## src/sv/sta_pkg.sv

```systemverilog
// Package for the sorted term accumulator.
// Holds operation codes, result status codes, field widths and saturation bounds.
// No dependencies.
`timescale 1ns / 1ps

package sta_pkg;

  // Field widths
  localparam int COEF_W    = 32;
  localparam int EXP_W     = 16;
  localparam int CNT_OUT_W = 6;
  localparam int ENTRY_W   = COEF_W + EXP_W;

  // Operation codes
  localparam logic [1:0] OP_INSERT = 2'd0;
  localparam logic [1:0] OP_READ   = 2'd1;
  localparam logic [1:0] OP_CLEAR  = 2'd2;

  // Result status codes
  localparam logic [2:0] ST_INSERTED  = 3'd0;
  localparam logic [2:0] ST_COMBINED  = 3'd1;
  localparam logic [2:0] ST_CANCELLED = 3'd2;
  localparam logic [2:0] ST_DROPPED   = 3'd3;
  localparam logic [2:0] ST_READ      = 3'd4;
  localparam logic [2:0] ST_CLEARED   = 3'd5;

  // Saturation bounds for Q16.16
  localparam logic signed [COEF_W-1:0] COEF_MAX = {1'b0, {(COEF_W-1){1'b1}}};
  localparam logic signed [COEF_W-1:0] COEF_MIN = {1'b1, {(COEF_W-1){1'b0}}};

endpackage

```

## src/sv/sta_ram.sv

```systemverilog
// Generic simple dual-port RAM: one write port, one read port.
// Read data is registered. No dependencies.
`timescale 1ns / 1ps

module sta_ram #(
  parameter int WIDTH = 8,
  parameter int DEPTH = 16
) (
  input  logic                                      clk,
  input  logic                                      we,
  input  logic [((DEPTH > 1) ? $clog2(DEPTH) : 1)-1:0] waddr,
  input  logic [WIDTH-1:0]                          wdata,
  input  logic [((DEPTH > 1) ? $clog2(DEPTH) : 1)-1:0] raddr,
  output logic [WIDTH-1:0]                          rdata
);

  logic [WIDTH-1:0] mem [DEPTH];

  // Write port and registered read port
  always_ff @(posedge clk) begin
    if (we) begin
      mem[waddr] <= wdata;
    end
    rdata <= mem[raddr];
  end

endmodule

```

## src/sv/sorted_term_accumulator_top.sv

```systemverilog
// Sorted term accumulator: top level.
// Uses sta_pkg (codes, widths) and sta_ram (term store).
`timescale 1ns / 1ps

// Holds a sparse polynomial as a table of up to MAX_TERMS terms sorted by
// falling exponent, in one RAM with a registered read port. One word is
// taken at a time; in_stall is high until the last result word of that
// word has been loaded into the output register. An insert walks the table
// from the top, one entry at a time, until it finds its place, then moves
// entries up (new term) or down (cancelled term) one at a time, and then
// loads its result word. Read-out gives one term per word, and an output
// stall holds every result word back. Sums saturate to the Q16.16 range.
// Unused operation codes are taken and give no result. Entries are not
// cleared after reset.
module sorted_term_accumulator_top #(
  parameter int MAX_TERMS = 32
) (
  input  logic                clk,
  input  logic                rst,
  // input channel
  input  logic                in_valid,
  output logic                in_stall,
  input  logic [1:0]          operation,
  input  logic signed [31:0]  coef_in,
  input  logic signed [15:0]  exponent_in,
  // output channel
  output logic                out_valid,
  input  logic                out_stall,
  output logic [2:0]          status,
  output logic signed [31:0]  coef_out,
  output logic signed [15:0]  exponent_out,
  output logic [5:0]          term_count,
  output logic                last,
  output logic                empty_res
);

  localparam int IDX_W = (MAX_TERMS > 1) ? $clog2(MAX_TERMS) : 1;
  localparam int CNT_W = $clog2(MAX_TERMS + 1);

  typedef logic [CNT_W-1:0] cnt_t;

  typedef enum logic [3:0] {
    S_IDLE,
    S_SRCH_RD,
    S_SRCH_CMP,
    S_NEW,
    S_SHUP,
    S_SHUP_WR,
    S_PUT,
    S_COMBINE,
    S_SHDN,
    S_SHDN_WR,
    S_RESULT,
    S_RD_ISSUE,
    S_RD_EMIT
  } state_t;

  state_t state;

  // Latched input word
  logic signed [sta_pkg::COEF_W-1:0] coef;
  logic signed [sta_pkg::EXP_W-1:0]  expo;

  // Table bookkeeping
  cnt_t held;
  cnt_t idx;
  cnt_t pos;
  cnt_t j;

  // Saturated sum and pending result
  logic signed [sta_pkg::COEF_W-1:0] sum;
  logic [2:0]                        res_status;
  logic signed [sta_pkg::COEF_W-1:0] res_coef;
  logic signed [sta_pkg::EXP_W-1:0]  res_exp;
  logic                              res_empty;

  // RAM signals
  logic                         ram_we;
  logic [IDX_W-1:0]             ram_waddr;
  logic [sta_pkg::ENTRY_W-1:0]  ram_wdata;
  logic [IDX_W-1:0]             ram_raddr;
  logic [sta_pkg::ENTRY_W-1:0]  ram_rdata;

  logic signed [sta_pkg::COEF_W-1:0] rd_coef;
  logic signed [sta_pkg::EXP_W-1:0]  rd_exp;
  logic signed [sta_pkg::COEF_W:0]   raw_sum;
  logic signed [sta_pkg::COEF_W-1:0] sat_sum;
  logic                              out_free;
  logic                              out_load;
  logic                              in_take;
  cnt_t                              j_dec;
  cnt_t                              j_inc;
  cnt_t                              idx_inc;

  assign in_stall = (state != S_IDLE);
  assign in_take  = in_valid && !in_stall;
  assign out_free = !out_valid || !out_stall;
  assign out_load = out_free && ((state == S_RESULT) || (state == S_RD_EMIT));

  assign j_dec   = j - cnt_t'(1);
  assign j_inc   = j + cnt_t'(1);
  assign idx_inc = idx + cnt_t'(1);

  assign rd_coef = ram_rdata[sta_pkg::ENTRY_W-1:sta_pkg::EXP_W];
  assign rd_exp  = ram_rdata[sta_pkg::EXP_W-1:0];

  // Saturating Q16.16 add of stored and incoming coefficient
  assign raw_sum = {rd_coef[sta_pkg::COEF_W-1], rd_coef} + {coef[sta_pkg::COEF_W-1], coef};
  always_comb begin
    if (raw_sum[sta_pkg::COEF_W] != raw_sum[sta_pkg::COEF_W-1]) begin
      sat_sum = raw_sum[sta_pkg::COEF_W] ? sta_pkg::COEF_MIN : sta_pkg::COEF_MAX;
    end else begin
      sat_sum = raw_sum[sta_pkg::COEF_W-1:0];
    end
  end

  // Read address: neighbor entry while shifting, else the walk index
  always_comb begin
    unique case (state)
      S_SHUP:  ram_raddr = j_dec[IDX_W-1:0];
      S_SHDN:  ram_raddr = j_inc[IDX_W-1:0];
      default: ram_raddr = idx[IDX_W-1:0];
    endcase
  end

  // Write port: shifted entry, new term or combined sum
  always_comb begin
    ram_we    = 1'b0;
    ram_waddr = j[IDX_W-1:0];
    ram_wdata = ram_rdata;
    unique case (state)
      S_SHUP_WR, S_SHDN_WR: begin
        ram_we = 1'b1;
      end
      S_PUT: begin
        ram_we    = 1'b1;
        ram_waddr = pos[IDX_W-1:0];
        ram_wdata = {coef, expo};
      end
      S_COMBINE: begin
        ram_we    = (sum != '0);
        ram_waddr = idx[IDX_W-1:0];
        ram_wdata = {sum, expo};
      end
      default: begin
        ram_we = 1'b0;
      end
    endcase
  end

  sta_ram #(
    .WIDTH (sta_pkg::ENTRY_W),
    .DEPTH (MAX_TERMS)
  ) u_store (
    .clk   (clk),
    .we    (ram_we),
    .waddr (ram_waddr),
    .wdata (ram_wdata),
    .raddr (ram_raddr),
    .rdata (ram_rdata)
  );

  // Sequencer, table count and output register
  always_ff @(posedge clk) begin
    if (rst) begin
      state     <= S_IDLE;
      held      <= '0;
      out_valid <= 1'b0;
    end else begin
      // Output valid: set on a load, cleared once the word is taken
      if (out_load) begin
        out_valid <= 1'b1;
      end else if (!out_stall) begin
        out_valid <= 1'b0;
      end
      unique case (state)
        S_IDLE: begin
          if (in_take) begin
            coef <= coef_in;
            expo <= exponent_in;
            idx  <= '0;
            priority if (operation == sta_pkg::OP_INSERT) begin
              state <= S_SRCH_RD;
            end else if (operation == sta_pkg::OP_READ) begin
              if (held == '0) begin
                res_status <= sta_pkg::ST_READ;
                res_coef   <= '0;
                res_exp    <= '0;
                res_empty  <= 1'b1;
                state      <= S_RESULT;
              end else begin
                state <= S_RD_ISSUE;
              end
            end else if (operation == sta_pkg::OP_CLEAR) begin
              held       <= '0;
              res_status <= sta_pkg::ST_CLEARED;
              res_coef   <= '0;
              res_exp    <= '0;
              res_empty  <= 1'b0;
              state      <= S_RESULT;
            end else begin
              state <= S_IDLE;
            end
          end
        end
        // Walk down the table looking for the exponent
        S_SRCH_RD: begin
          state <= (idx == held) ? S_NEW : S_SRCH_CMP;
        end
        S_SRCH_CMP: begin
          sum <= sat_sum;
          priority if (rd_exp > expo) begin
            idx   <= idx_inc;
            state <= S_SRCH_RD;
          end else if (rd_exp == expo) begin
            state <= S_COMBINE;
          end else begin
            state <= S_NEW;
          end
        end
        // New exponent: drop when full, else open a slot
        S_NEW: begin
          res_exp   <= expo;
          res_empty <= 1'b0;
          if (held == cnt_t'(MAX_TERMS)) begin
            res_status <= sta_pkg::ST_DROPPED;
            res_coef   <= coef;
            state      <= S_RESULT;
          end else begin
            pos   <= idx;
            j     <= held;
            state <= S_SHUP;
          end
        end
        S_SHUP: begin
          state <= (j == pos) ? S_PUT : S_SHUP_WR;
        end
        S_SHUP_WR: begin
          j     <= j_dec;
          state <= S_SHUP;
        end
        S_PUT: begin
          held       <= held + cnt_t'(1);
          res_status <= sta_pkg::ST_INSERTED;
          res_coef   <= coef;
          state      <= S_RESULT;
        end
        // Matching exponent: keep the sum or remove the entry
        S_COMBINE: begin
          res_exp   <= expo;
          res_empty <= 1'b0;
          if (sum == '0) begin
            j     <= idx;
            state <= S_SHDN;
          end else begin
            res_status <= sta_pkg::ST_COMBINED;
            res_coef   <= sum;
            state      <= S_RESULT;
          end
        end
        S_SHDN: begin
          if (j_inc >= held) begin
            held       <= held - cnt_t'(1);
            res_status <= sta_pkg::ST_CANCELLED;
            res_coef   <= '0;
            state      <= S_RESULT;
          end else begin
            state <= S_SHDN_WR;
          end
        end
        S_SHDN_WR: begin
          j     <= j_inc;
          state <= S_SHDN;
        end
        // Single result word
        S_RESULT: begin
          if (out_free) begin
            status       <= res_status;
            coef_out     <= res_coef;
            exponent_out <= res_exp;
            term_count   <= sta_pkg::CNT_OUT_W'(held);
            last         <= 1'b1;
            empty_res    <= res_empty;
            state        <= S_IDLE;
          end
        end
        // Read-out, one term per word
        S_RD_ISSUE: begin
          state <= S_RD_EMIT;
        end
        S_RD_EMIT: begin
          if (out_free) begin
            status       <= sta_pkg::ST_READ;
            coef_out     <= rd_coef;
            exponent_out <= rd_exp;
            term_count   <= sta_pkg::CNT_OUT_W'(held);
            last         <= (idx_inc == held);
            empty_res    <= 1'b0;
            idx          <= idx_inc;
            state        <= (idx_inc == held) ? S_IDLE : S_RD_ISSUE;
          end
        end
        default: begin
          state <= S_IDLE;
        end
      endcase
    end
  end

  // Checks
  a_held_bound: assert property (@(posedge clk) disable iff (rst)
    held <= cnt_t'(MAX_TERMS))
    else $error("term count above table size");

  a_clear_empties: assert property (@(posedge clk) disable iff (rst)
    in_take && (operation == sta_pkg::OP_CLEAR) |=> (held == '0))
    else $error("clear left terms in table");

  a_empty_word: assert property (@(posedge clk) disable iff (rst)
    out_valid && empty_res |-> (status == sta_pkg::ST_READ) && last && (term_count == '0))
    else $error("empty read-out word malformed");

  a_drop_full: assert property (@(posedge clk) disable iff (rst)
    $rose(out_valid) && (status == sta_pkg::ST_DROPPED) |->
      (held == cnt_t'(MAX_TERMS)))
    else $error("term dropped while table not full");

  a_shift_range: assert property (@(posedge clk) disable iff (rst)
    (state == S_SHUP_WR) |-> (j > pos) && (j <= held))
    else $error("insert shift out of range");

endmodule

```

## config.mk

```make
export PLATFORM = sky130hd
export DESIGN_NAME = sorted_term_accumulator_top
export DESIGN_NICKNAME = d
export VERILOG_FILES = /design/src/sv/sta_pkg.sv /design/src/sv/sta_ram.sv /design/src/sv/sorted_term_accumulator_top.sv
export SDC_FILE = /design/constraint.sdc
export NUM_CORES = 2
export LEC_CHECK = 0
export BUFFER_PORTS_ARGS = -buffer_cell sky130_fd_sc_hd__clkbuf_2
export CAP_MARGIN = 10
export CORE_ASPECT_RATIO = 0.75
export CORE_MARGIN = 5
export CORE_UTILIZATION = 45
export DETAILED_ROUTE_END_ITERATION = 6
export SETUP_SLACK_MARGIN = 0.05
export SKIP_LAST_GASP = 1
export SLEW_MARGIN = 20
export SYNTH_ARGS = -nofsm -noshare
export SYNTH_HDL_FRONTEND = slang
export SYNTH_HIERARCHICAL = 1
export SYNTH_SLANG_ARGS = --single-unit
```

## constraint.sdc

```tcl
create_clock -name clk -period 6.5 [get_ports clk]
set_input_delay 0 -clock clk [delete_from_list [all_inputs] [get_ports clk]]
set_output_delay 0 -clock clk [all_outputs]
set_load 0.05 [all_outputs]
```

==> impl_metrics.py <==
metrics = {
    "clock_tree": {
        "cts_tree": "built",
        "htreeDepth": 4,
        "clkTransAtPathRegs_ns": 0.06,
        "clock_sink_count": 1804,
        "post_cts_buffers": 0,
        "cts_made_buffers": 168,
        "cts_resized": 0,
        "cts_buffer_depth": 3,
        "cts-root-buf": "clkbuf_16",
        "insertion_delay_ns": 0.81,
    },
    "layout": {
        "final_common_cell": "edfxtp_1",
        "most-common-layout-cells": "1745 x edfxtp_1, 805 x mux2i_1, 244 x nand2_1",
        "final_area_mm2": 0.0835,
        "final_cells": 7042,
        "fin_nets": 4877,
        "area.growth.synth_to_final_pct": 13.8,
        "final_layout_size_suffix_gt1_share_pct": 13.6,
        "utilization_pct": 51.5,
    },
    "route": {
        "drc": 0,
        "drt-initial-drc-count": 4586,
        "wl_mm": 198,
        "vias_per_cell": 5.90,
        "drtPass1Iterations": 5,
        "detail_route.wl_per_cell_um": 28.1,
        "vias": 41525,
        "final_antenna_net_count": 0,
    },
    "setup_path": {
        "critPathCaptureType": "register",
        "cp_cell_sequence": "nor2_1 -> nand2_1 -> clkinv_1 -> nor2_1 -> a22o_1 -> nor2b_4 -> buf_12 -> a22o_1 -> nor3_1 -> a31oi_1 -> nand3_1",
        "cp_data_required_time_ns": 7.15,
        "slowest_delay_ns": 0.81,
        "crit_type": "register to register",
        "cp.arrival_ns": 5.48,
        "critPathMaxFanout": 91,
        "slowest_stage": "dfxtp_1",
        "cp-start-kind": "register",
    },
    "placed_design": {
        "dp_hpwl_mm": 113,
        "gp_congestion": 0.885,
        "place_area_mm2": 0.0771,
        "place_inst": 6626,
        "portBuffers": 114,
    },
    "die": {
        "dieWidth_um": 476,
        "fp.coreArea_mm2": 0.162,
        "io_pins": 115,
        "die_area_mm2": 0.171,
        "die_h_um": 360,
        "rows": 128,
        "start_util_pct": 45.2,
    },
    "flow_run": {
        "maxCapViolations": 0,
    },
    "pwr": {
        "irDropWorstVdd_mv": 0.398,
        "intPower_uw": 24500,
        "comb_power_share_pct": 33.5,
        "p_leak_uw": 0.0288,
        "p_sw_uw": 13100,
        "swShare_pct": 34.8,
        "power_frac_seq_pct": 41.1,
        "clkPwrFrac_pct": 25.4,
        "power.density_mw_per_mm2": 451,
    },
    "logic_synthesis": {
        "ys_seq_elements": 1804,
        "synth_top_area_share_pct": 71.4,
        "ys.flop_type": "edfxtp_1",
        "seq_area_frac_synth_pct": 73.0,
        "avgSynthCellArea_um2": 16.4,
        "yosysTopAreaCell": "edfxtp_1",
        "yosysWarnings": 6,
        "netlist_area_mm2": 0.0734,
        "synth_enable_flop_cells": 1745,
        "ys_types": 81,
        "syn_nets": 4593,
        "synthTopCellsByArea": "edfxtp_1 71%, mux2i_1 11%, dfxtp_1 1.6%",
        "synthArstFlopShare_pct": 0,
        "synth_cells": 4473,
    },
    "global_route": {
        "grt_usage_pct": 22.5,
        "grt_pass1_wl_mm": 286,
        "grt_max_degree": 92,
        "grt_pass1_vias": 39878,
        "antenna_found_initial": 4,
        "grt-ovfl-total": 0,
    },
    "sta": {
        "fin_crit_ns": 4.83,
        "tns_ns": 0,
        "rsz0062_at_grt": "false",
        "finalClockSkew_ns": 0.0324,
        "fmax_mhz": 207,
        "hold_ws_ns": 0.315,
        "final_hold_viol_count": 0,
        "slew-limit-headroom_pct": 19.7,
        "timing.final.crit_share_pct": 74.3,
        "worst_slew_pin_slew_ns": 1.20,
        "drv_slew": 0,
        "setup_viol": 0,
    },
    "outcome": {
        "status": "complete, no violations",
    },
    "min_path": {
        "hp-class": "input port to register",
    },
}
[stage by stage]
step	setup WS [ns]	total power, uW
final	1.67	37700
after floorplan	0.845	24300
after global placement	1.51	28000
after global routing	1.42	39200
after detailed placement	1.72	28100
after CTS	1.70	37700
[power by group through the flow]
| stage | Clock, uW | Combinational [uW] | Sequential (uW) |
|---|---|---|---|
| floorplan | 0 | 8800 | 15500 |
| global placement | 0 | 12300 | 15700 |
| detailed placement | 0 | 12400 | 15700 |
| CTS | 9730 | 12500 | 15500 |
| global route | 10200 | 13500 | 15500 |
| finish | 9570 | 12600 | 15500 |
[routing by layer]
layer  vias up  routed length [um]  GRT usage, %
li1      18172                   -             -
met1     21427               89500          34.3
met2      1685               88000          33.8
met3       241               15900          4.08
met4         0                4210          5.45
met5         -                   0             0
[cell type report]
cell class              count  area, um^2
inverters                  40         150
fillers                 13207       78800
well taps                2145        2680
clock buffers             238        4650
clock inverters            70         593
multi-input cells        2381       18700
repair buffers            362        3090
flip-flops and latches   1804       53600
diodes                      2        5.00
[cells in the mapped netlist, types with 6 or more instances]
| library cell | n |
|---|---|
| edfxtp_1 | 1745 |
| mux2i_1 | 805 |
| nand2_1 | 246 |
| a21oi_1 | 212 |
| nand3_1 | 165 |
| a22oi_1 | 145 |
| a22o_1 | 130 |
| clkbuf_1 | 99 |
| nor2_1 | 93 |
| o21ai_0 | 88 |
| ha_1 | 64 |
| dfxtp_1 | 59 |
| nor3_1 | 58 |
| a31oi_1 | 53 |
| mux2_2 | 49 |
| buf_6 | 48 |
| buf_2 | 45 |
| buf_4 | 39 |
| inv_1 | 39 |
| xor2_1 | 30 |
| xnor2_1 | 29 |
| a21o_1 | 21 |
| o21ai_2 | 15 |
| buf_1 | 14 |
| nand4_1 | 14 |
| nand2b_1 | 12 |
| nor2b_1 | 12 |
| nor4_1 | 11 |
| nand3b_1 | 9 |
| a221o_1 | 7 |
| and3_1 | 6 |
| o21a_1 | 6 |
[registers in the layout, indices dropped and copies added (netlist names)]
signal         flops
u_store/mem     1536
u_store/rdata     48
coef              32
coef_out          32
res_coef          32
sum               32
expo              16
exponent_out      16
res_exp           16
held               6
idx                6
j                  6
pos                6
term_count         6
state              4
res_status         3
status             3
empty_res          1
last               1
out_valid          1
res_empty          1
[cell families (layout without fill, tap and decap cells)]
logic type	Yosys count	after routing	synth area share (%)
other cells	0	2	0
xor+xnor	59	59	0.704
flops	1804	1804	73.0
simple gates	661	661	4.19
mux	855	855	11.8
buf+inv	288	710	2.28
compound gates	736	736	6.83
fa+ha+maj	70	70	1.20
[final timing paths]
kind | endpoint | slack [ns] | startpoint | depth (start not counted)
max | u_store/rdata[36]$_DFF_P_ | 1.67 | state[1]$_SDFFE_PP0P_ | 11
min | held[0]$_SDFFE_PP0P_ | 0.31 | rst | 3
max reg2reg | u_store/rdata[36]$_DFF_P_ | 1.67 | state[1]$_SDFFE_PP0P_ | 11
min reg2reg | status[2]$_SDFFCE_PP1P_ | 0.51 | res_status[2]$_DFFE_PP_ | 1
[critical path: cells and delay by family, from the launching register on]
| kind | cells | cell delay, ns |
|---|---|---|
| DFF | 1 | 0.81 |
| AOI/OAI and AO/OA | 3 | 1.10 |
| buffers and inverters | 2 | 0.83 |
| and+or+nand+nor | 6 | 1.79 |
[repair_timing]
action	4_1_cts	5_1_grt
endpoints found under the setup margin	0	0
hold buffers	104	0
hold endpoints to repair	89	0
Power figures use the tool's default switching activity.
